**src/rtl/core/mpre_pkg.sv**
```systemverilog
// Shared types and constants for the page raster engine.
// Holds the command codes, the command word carried from front to back end and the back end states.
// No dependencies.
package mpre_pkg;

  typedef enum logic [2:0] {
    MODE_CLEAR = 3'd0,
    MODE_PIXEL = 3'd1,
    MODE_HLINE = 3'd2,
    MODE_DISC  = 3'd3,
    MODE_ARC   = 3'd4,
    MODE_READ  = 3'd5
  } mode_t;

  typedef struct packed {
    logic [2:0]        mode;
    logic signed [9:0] coord_x;
    logic signed [9:0] coord_y;
    logic signed [9:0] x_end;
    logic [5:0]        radius;
    logic              lower_half;
    logic              pixel_on;
    logic [9:0]        read_address;
  } cmd_t;

  typedef enum logic [3:0] {
    ST_IDLE,
    ST_CLEAR,
    ST_SQRT,
    ST_SCAN,
    ST_RD,
    ST_MODW,
    ST_FETCH,
    ST_RDOUT
  } bk_state_t;

endpackage

```
**src/rtl/core/mpre_front.sv**
```systemverilog
// Front end: accepts command words, drops unused modes, queues the rest.
// Depends on mpre_pkg.
module mpre_front (
  input  logic                clk,
  input  logic                rst,
  input  logic                in_valid,
  output logic                in_ready,
  input  mpre_pkg::cmd_t      in_cmd,
  output logic                q_valid,
  input  logic                q_ready,
  output mpre_pkg::cmd_t      q_cmd
);
  import mpre_pkg::*;

  cmd_t       slots [2];
  logic [1:0] count;
  logic       wr_ptr;
  logic       rd_ptr;
  logic       push;
  logic       pop;
  logic       legal;

  assign legal    = (in_cmd.mode <= MODE_READ);
  assign in_ready = (count != 2'd2);
  assign push     = in_valid && in_ready && legal;
  assign q_valid  = (count != 2'd0);
  assign pop      = q_valid && q_ready;
  assign q_cmd    = slots[rd_ptr];

  always_ff @(posedge clk) begin
    if (rst) begin
      count  <= 2'd0;
      wr_ptr <= 1'b0;
      rd_ptr <= 1'b0;
    end else begin
      if (push) wr_ptr <= ~wr_ptr;
      if (pop) rd_ptr <= ~rd_ptr;
      count <= count + {1'b0, push} - {1'b0, pop};
    end
  end

  always_ff @(posedge clk) begin
    if (push) slots[wr_ptr] <= in_cmd;
  end
endmodule

```
**config.mk**
```make
export PLATFORM = sky130hd
export DESIGN_NAME = mpre_front
export DESIGN_NICKNAME = d
export VERILOG_FILES = /design/src/rtl/core/mpre_pkg.sv /design/src/rtl/core/mpre_front.sv
export SDC_FILE = /design/constraint.sdc
export NUM_CORES = 1
export LEC_CHECK = 0
export ABC_AREA = 1
export BUFFER_PORTS_ARGS = -buffer_cell sky130_fd_sc_hd__buf_2
export CORE_ASPECT_RATIO = 0.7
export CORE_MARGIN = 2
export CORE_UTILIZATION = 40
export CTS_BUF_LIST = sky130_fd_sc_hd__clkbuf_2
export DETAILED_ROUTE_END_ITERATION = 7
export PLACE_DENSITY = 0.69
export SETUP_SLACK_MARGIN = 0.3
export SYNTH_ARGS = -nofsm -noshare
export SYNTH_HDL_FRONTEND = slang
export SYNTH_SLANG_ARGS = --single-unit
export TNS_END_PERCENT = 100
```
**constraint.sdc**
```tcl
create_clock -name clk -period 3.8 [get_ports clk]
set_clock_uncertainty 0.2 [all_clocks]
set_input_delay 0.76 -clock clk [delete_from_list [all_inputs] [get_ports clk]]
set_output_delay 0.76 -clock clk [all_outputs]
set_load 0.02 [all_outputs]
```
After elaboration in Yosys (flattened, before gate mapping)
Memories as Yosys holds them, arrays and structs flattened. A register that Yosys moved wholly into a read port is not among the register bits.
Index checks and enable logic that the tools add are counted.
{ "classes": {"n_mux": 4, "bitwise": 2, "reduce_logical": 4, "eq_ne": 1, "magnitude_cmp": 1, "add_sub_neg": 2} }
{ "op_table": {"columns": ["cell", "n"], "rows": [
  ["2-to-1 mux 1 bit", 4],
  ["<= comparator 3 bit (second input constant)", 1],
  ["logical AND 1 bit", 3],
  ["adder 2 x 1 -> 2 bit", 1],
  ["!= test 2 bit (second input constant)", 1],
  ["NOT 1 bit", 2],
  ["nonzero test 2 bit", 1],
  ["subtractor 2 x 1 -> 2 bit", 1]
]} }
{ "totals": {"ram_bits": 102, "memories": 1, "in_bits": 55, "regBits": 4} }
{ "mem_list": {"columns": ["memory", "depth", "word_bits", "rd", "rd_ports_with_merged_regs", "write_ports", "line", "text"], "rows": [
  ["slots", 2, 51, 1, 1, 1, "mpre_front.sv:15", "cmd_t slots [2];"]
]} }

Logic depth before layout (Yosys ltp)
Gate-level depths: netlist of the first run.
{ "logic_depth": {"ltp_word": 5, "mapped_depth": 11, "depth_no_buf": 11} }

Worst setup path after synthesis of the first run
Ideal clock, no wire load.
{ "synth_path": {"path_kind": "input to register", "start": "input port in_cmd[49] in the netlist's numbering", "end": "memory slots[1][0] in the netlist's numbering, enable pin", "required_time_ps": 3139, "arrival_time_ps": 3152, "stages": 3, "slack_ps": -13, "path_buffers": 0, "cell_sequence": "nand2_1 > nand3_2 > nor2_1"} }
{ "synth_via": {"elab_chain_cells": 4} }
{ "synth_rtl": {"columns": ["item", "line", "text"], "rows": [
  ["start: declaration", "mpre_front.sv:8", "input mpre_pkg::cmd_t in_cmd,"],
  ["<= comparator 3 bit", "mpre_front.sv:23", "assign legal = (in_cmd.mode <= MODE_READ);"],
  ["logical AND 1 bit", "mpre_front.sv:25", "assign push = in_valid && in_ready && legal;"],
  ["2-to-1 mux 1 bit", "mpre_front.sv:43", "if (push) slots[wr_ptr] <= in_cmd;"],
  ["2-to-1 mux 1 bit (not written as such)", "mpre_front.sv:43", null],
  ["end: declaration", "mpre_front.sv:15", null]
]} }
No other way between the ends.

==> results of run 1 <==
-- registers in the layout, indices dropped and copies added, names as in the netlist, named ones only --
name / cells
slots: 102
count: 2
rd_ptr: 1
wr_ptr: 1
-- area by class of cell --
class | instances | share of cell area (%)
tap | 132 | 3.34
inverter | 9 | 0.682
clock buffer | 9 | 0.910
clock inverter | 6 | 1.04
timing repair buffer | 111 | 11.9
multi-input combinational | 75 | 18.1
sequential | 107 | 64.0
-- power by group --
part / internal (mW) / switching (mW) / total (mW)
Combinational: 0.403 / 0.452 / 0.855
Clock: 0.0918 / 0.353 / 0.445
Sequential: 1.45 / 0.0937 / 1.54
Total: 1.94 / 0.898 / 2.84
-- stage by stage --
step,hold slack (ns),cells
floorplan,0.247,197
global placement,0.245,434
detailed placement,0.281,434
CTS,0.0702,449
global route,0.0679,449
finish,0.160,449
-- worst max-delay path by stage --
stage	cells past startpoint	startpoint	slack, ns	end
CTS	3	flop	0.53	q_cmd[15]
global route	3	flop	0.50	q_cmd[38]
finish	3	flop	0.68	q_cmd[38]
detailed placement	3	flop	1.25	q_cmd[32]
floorplan	3	in_cmd[49]	0.84	slots[1][0]
global placement	5	in_cmd[49]	1.25	slots[1][2]
-- metal layers --
layer  share of wire, %  up-vias  track usage (%)
li1                   -      980                -
met1                 43      960             13.8
met2                 47       69             18.8
met3                8.0        8             5.09
met4                1.2        0             3.90
met5                  0        -                0
-- Yosys cell counts --
master and instances:
o21ai_0 1, buf_6 1, a21oi_1 3, ha_1 1, nand3_2 1, nand3_1 1, mux2_4 50, o21ai_2 1
dfxtp_1 5, nor2_1 7, xor2_1 1, mux2_2 1, nand2_1 8, buf_12 5, inv_1 9, edfxtp_1 102
-- cell families (layout without fill, tap and decap cells) --
group,after synthesis,count (layout),synth area share [%]
buffers and inverters,15,135,3.46
flip-flops,107,107,75.5
AND/OR/NAND/NOR,17,17,1.70
multiplexers,51,51,18.2
AO/OA/AOI/OAI,5,5,0.686
adder cells (fa/ha/maj),1,1,0.298
XOR/XNOR,1,1,0.209
==> reports/metrics.yaml, run 1 <==
status: "finished clean"
vdd_drop_max_mv: 0.282
clkTransAtPathRegs_ns: 0.25
cp_slowest_stage_delay_ns: 0.81
pre_cts_ws_ns: 1.25
multi_input_area_um2: 898
place_congestion: 0.663
num_rows: 31
slew_violations: 0
criticalPathCategory: "flop to output port"
grt_max_degree: 42
drv_cap: 0
yosys_warnings: 0
holdPathEnd: "count[0]"
critical_path_buf_inv_count: 2
synthTopCellsByArea: "edfxtp_1, mux2_4, buf_12, dfxtp_1, inv_1"
place_area_mm2: 0.00485
synth-seq-cells: 107
worstPathArrival_ns: 2.16
drt-vias-per-instance: 4.49
rsz0062_at_grt: "false"
synth.avg_cell_area_um2: 21.3
final_cell_mix: "buf_2, edfxtp_1, mux2_4"
final_common_cell: "buf_2"
routedWlPerCell_um: 14.3
hpwl_um: 4390
period_needed_ns: 3.12
crit_chain: "buf_4, mux2_4, buf_2"
clock_latency_ns: 0.53
cts.hold.buffers_added: 0
ant_nets: 0
synth_area_leader_cell: "edfxtp_1"
htree_levels: 3
drt-initial-drc-count: 109
post_cts_buffers: 0
cts_buffer_depth: 2
ctsResizeCount: 0
yosysSeqAreaShare_pct: 75.5
io_pins: 108
start_util_pct: 40.8
design.die.area_mm2: 0.0113
antenna_cells: 0
timing.rr.end: "slots[1][3]"
finalPower_mw: 2.84
drive_gt1_share_pct: 57.4
post-route-period-util_pct: 82.2
cp.required_ns: 2.84
drt-pass1-iter-count: 4
cpLargestDelayFamily: "flip-flops"
clock-sinks: 107
synth_area_mm2: 0.00419
syn_inst: 197
die-height_um: 89.6
grt_remaining_overflow: 0
yosysTopAreaCellShare_pct: 73.1
die_w_um: 126
slew_headroom_pct: 59.4
fin_util_pct: 48.2
rr_worst_depth: 5
synth_cell_types: 16
cp_slowest_cell: "dfxtp_4"
hold_path_depth: 2
leakage_nw: 1.95
clockRootBuffer: "clkbuf_2"
seq_area_mm2: 0.00317
grt_pass1_vias: 1985
port-buffer-count: 107
n_fill_cell: 900
vias: 2017
nNetsFinal: 369
setup_viol: 0
hold_start: "rst"
max_clock_freq_mhz: 320
min_path_type: "input port to flop"
wl_um: 6410
antenna_found_initial: 0
r2r_slack_ns: 1.71
final.setup.tns_ns: 0
reg2reg_from: "count[0]"
cts_tree: "done"
cp_max_fo: 32
endpoint_kind: "output port"
core_mm2: 0.0103
cts_inserted_buffers: 9
hold_violations: 0
start_kind: "flop"
drc: 0
tightest_slew_ns: 0.610
grt_pass1_wl_um: 9630
p_per_area_mw_per_mm2: 574
fin_ws_ns: 0.676
final_area_mm2: 0.00495
syn-num-nets: 253
areaGrowthSynthToFinish_pct: 18.1
grt.total_usage_pct: 11.5
Power figures use the tool's default switching activity.
==> run 2: changes to the inputs <==
--- a/config.mk
+++ b/config.mk
@@ -12,7 +12,7 @@
 export CORE_UTILIZATION = 40
 export CTS_BUF_LIST = sky130_fd_sc_hd__clkbuf_2
 export DETAILED_ROUTE_END_ITERATION = 7
-export PLACE_DENSITY = 0.69
+export PLACE_DENSITY = 0.66
 export SETUP_SLACK_MARGIN = 0.3
 export SYNTH_ARGS = -nofsm -noshare
 export SYNTH_HDL_FRONTEND = slang
==> constraint.sdc (replaced) <==
create_clock -name clk -period 3.1 [get_ports clk]
set_clock_uncertainty 0.2 [all_clocks]
set_input_delay 0.62 -clock clk [delete_from_list [all_inputs] [get_ports clk]]
set_output_delay 0.62 -clock clk [all_outputs]
set_load 0.02 [all_outputs]
==> run 2 against run 1 <==
Against the previous run:
- worst hold slack worse by 0.029 ns
- register-to-register slack lost 0.43 ns
- setup slack worse by 0.18 ns
- die area did not move
- first-iteration DRC count rose by 52%
- non-clock buffer count increased by 57
- final cell count is 13% higher
- largest cell class unchanged
==> reports/metrics.yaml, run 2 (same netlist as run 1, synthesis figures left out) <==
cp_slowest_stage_delay_ns: 0.51  # -0.30 ns
final_area_mm2: 0.00555  # +12%
r2r_slack_ns: 1.28  # -0.43 ns
critical_path_buf_inv_count: 2  # unchanged
clkTransAtPathRegs_ns: 0.28  # +0.03 ns
place_inst: 436  # +0.46%
cp_slowest_cell: "dfxtp_4"
antenna_found_initial: 0  # unchanged
wl_um: 7500  # +17%
status: "finished clean"
max_clock_freq_mhz: 384
ant_nets: 0  # unchanged
n_fill_cell: 821  # -8.8%
hold_path_depth: 3  # +1
comb_power_share_pct: 31.6  # +1.5 points
start_kind: "flop"
slew_headroom_pct: 74.0  # +15 points
grt_pass1_wl_um: 11500  # +19%
design.die.area_mm2: 0.0113  # unchanged
layout.cells.non_filler: 507  # +13%
crit_chain: "buf_12, mux2_4, buf_2"
hold_violations: 0  # unchanged
clkPwrFrac_pct: 19.4  # +3.7 points
place_congestion: 0.732  # +10%
timing.rr.end: "count[1]"
ctsResizeCount: 0  # unchanged
final_cell_mix: "buf_2, edfxtp_1, dlygate4sd3_1"
drt-vias-per-instance: 4.45  # -0.99%
areaGrowthSynthToFinish_pct: 32.4
leakage_nw: 2.21  # +14%
grt_max_degree: 29  # -31%
clock_latency_ns: 0.55  # +0.02 ns
final.setup.tns_ns: 0  # unchanged
clock-sinks: 107  # unchanged
htree_levels: 3  # unchanged
largest_reg_flops: 102  # unchanged
vdd_drop_max_mv: 0.269  # -4.7%
cp.required_ns: 2.28  # -0.56 ns
place_area_mm2: 0.00486  # about the same
worstPathArrival_ns: 1.79  # -0.37 ns
routedWlPerCell_um: 14.8  # +3.6%
internal_power_mw: 2.60  # +34%
slew_violations: 0  # unchanged
top_regs: "slots (102), count (2)"
post-route-period-util_pct: 84.1
p_per_area_mw_per_mm2: 678  # +18%
io_pins: 108  # unchanged
nNetsFinal: 426  # +15%
clockRootBuffer: "clkbuf_2"
largest_register: "slots"
sw_frac_of_total_pct: 30.8  # -0.88 points
final_common_cell: "buf_2"
die-height_um: 89.6  # unchanged
grt.total_usage_pct: 13.5  # +2.0 points
criticalPathCategory: "flop to output port"
endpoint_kind: "output port"
rsz0062_at_grt: "false"
cp.depth: 3  # unchanged
drive_gt1_share_pct: 50.1  # -7.3 points
hpwl_um: 4490  # +2.2%
rr_worst_depth: 11  # +6
port-buffer-count: 107  # unchanged
drt-pass1-iter-count: 4  # unchanged
fin_ws_ns: 0.494  # -0.181 ns
cpLargestDelayFamily: "flip-flops"
num_rows: 31  # unchanged
setup_viol: 0  # unchanged
vias: 2255  # +12%
cts_buffer_depth: 2  # unchanged
start_util_pct: 40.8  # unchanged
period_needed_ns: 2.61
cts_tree: "done"
seqPwrFrac_pct: 49.0  # -5.2 points
cts_inserted_buffers: 9  # unchanged
reg2reg_from: "count[0]"
cp_max_fo: 21  # -34%
die_w_um: 126  # unchanged
min_path_type: "input port to flop"
drc: 0  # unchanged
pre_cts_ws_ns: 0.823  # -0.423 ns
core_mm2: 0.0103  # unchanged
drt-initial-drc-count: 166  # +52%
antenna_cells: 0  # unchanged
grt_remaining_overflow: 0  # unchanged
drv_cap: 0  # unchanged
power.net_switching_mw: 1.16  # +29%
hold_start: "q_ready"
tightest_slew_ns: 0.390  # -0.220 ns
grt_pass1_vias: 2265  # +14%
-- run 2: cell types whose count changed in the layout (fill, tap and decap cells not counted) --
cell	previous run	this run
buf_12	2	1
buf_4	2	7
buf_8	0	1
bufinv_16	0	2
clkinv_2	0	1
clkinv_4	3	1
dlygate4sd3_1	0	52
-- run 2: area by class of cell --
cell class / instances / area [µm²] / share of cell area [%]
Sequential cell: 107 / 3170 / 57.0
Timing Repair Buffer: 168 / 1140 / 20.6
Multi-Input combinational cell: 75 / 898 / 16.2
Tap cell: 132 / 165 / 2.97
Clock inverter: 7 / 98.8 / 1.78
Clock buffer: 9 / 45.0 / 0.811
Inverter: 9 / 33.8 / 0.609
-- run 2: worst max path at each step --
| stage | endpoint | startpoint | slack (ns) |
|---|---|---|---|
| 2_1_floorplan | slots[1][0] | in_cmd[49] | 0.28 |
| 3_3_place_gp | q_cmd[27] | flop | 0.84 |
| 3_5_place_dp | q_cmd[21] | flop | 0.82 |
| 4_1_cts | q_cmd[21] | flop | 0.39 |
| 5_1_grt | q_cmd[21] | flop | 0.35 |
| 6_report | q_cmd[21] | flop | 0.49 |
-- run 2: metal layers --
layer | GRT usage (%) | up-vias | share of wire, %
met4 | 4.40 | 0 | 0.93
li1 | - | 1092 | -
met3 | 5.15 | 7 | 6.4
met5 | 0 | - | 0
met1 | 17.2 | 1077 | 47
met2 | 21.8 | 79 | 46
-- run 2: metrics by stage --
step | hold WS (ns) | power (mW) | util (%)
final | 0.132 | 3.76 | 54.0
after floorplan | 0.247 | 2.74 | -
after global routing | 0.0559 | 3.96 | 54.0
after detailed placement | 0.256 | 3.00 | 47.3
after global placement | 0.253 | 2.98 | 47.3
after CTS | 0.0471 | 3.81 | 54.0
-- run 2: repair_timing --
| action | in CTS | in global routing |
|---|---|---|
| setup buffers | 3 | 0 |
| endpoints found under the setup margin | 28 | 0 |
| endpoints found under the hold margin | 103 | 0 |
| hold buffers | 52 | 0 |
-- run 2: worst register-to-register path, cell delays in order, from the launching register on --
cell and delay [ns]:
dfxtp_1 0.47, inv_1 0.06, nand2_1 0.09, nand3_2 0.19, xor2_1 0.20, ha_1 0.20, inv_1 0.05, nand2_1 0.05
nand2_1 0.09, nand3_1 0.08, nand2_1 0.07, nor2_1 0.03
-- run 2: power groups by stage --
stage	sequential [mW]	combinational, mW	clock, mW
2_1_floorplan	1.85	0.892	0
3_3_place_gp	1.91	1.07	0
3_5_place_dp	1.92	1.09	0
4_1_cts	1.84	1.21	0.762
5_1_grt	1.86	1.28	0.816
6_report	1.84	1.19	0.730
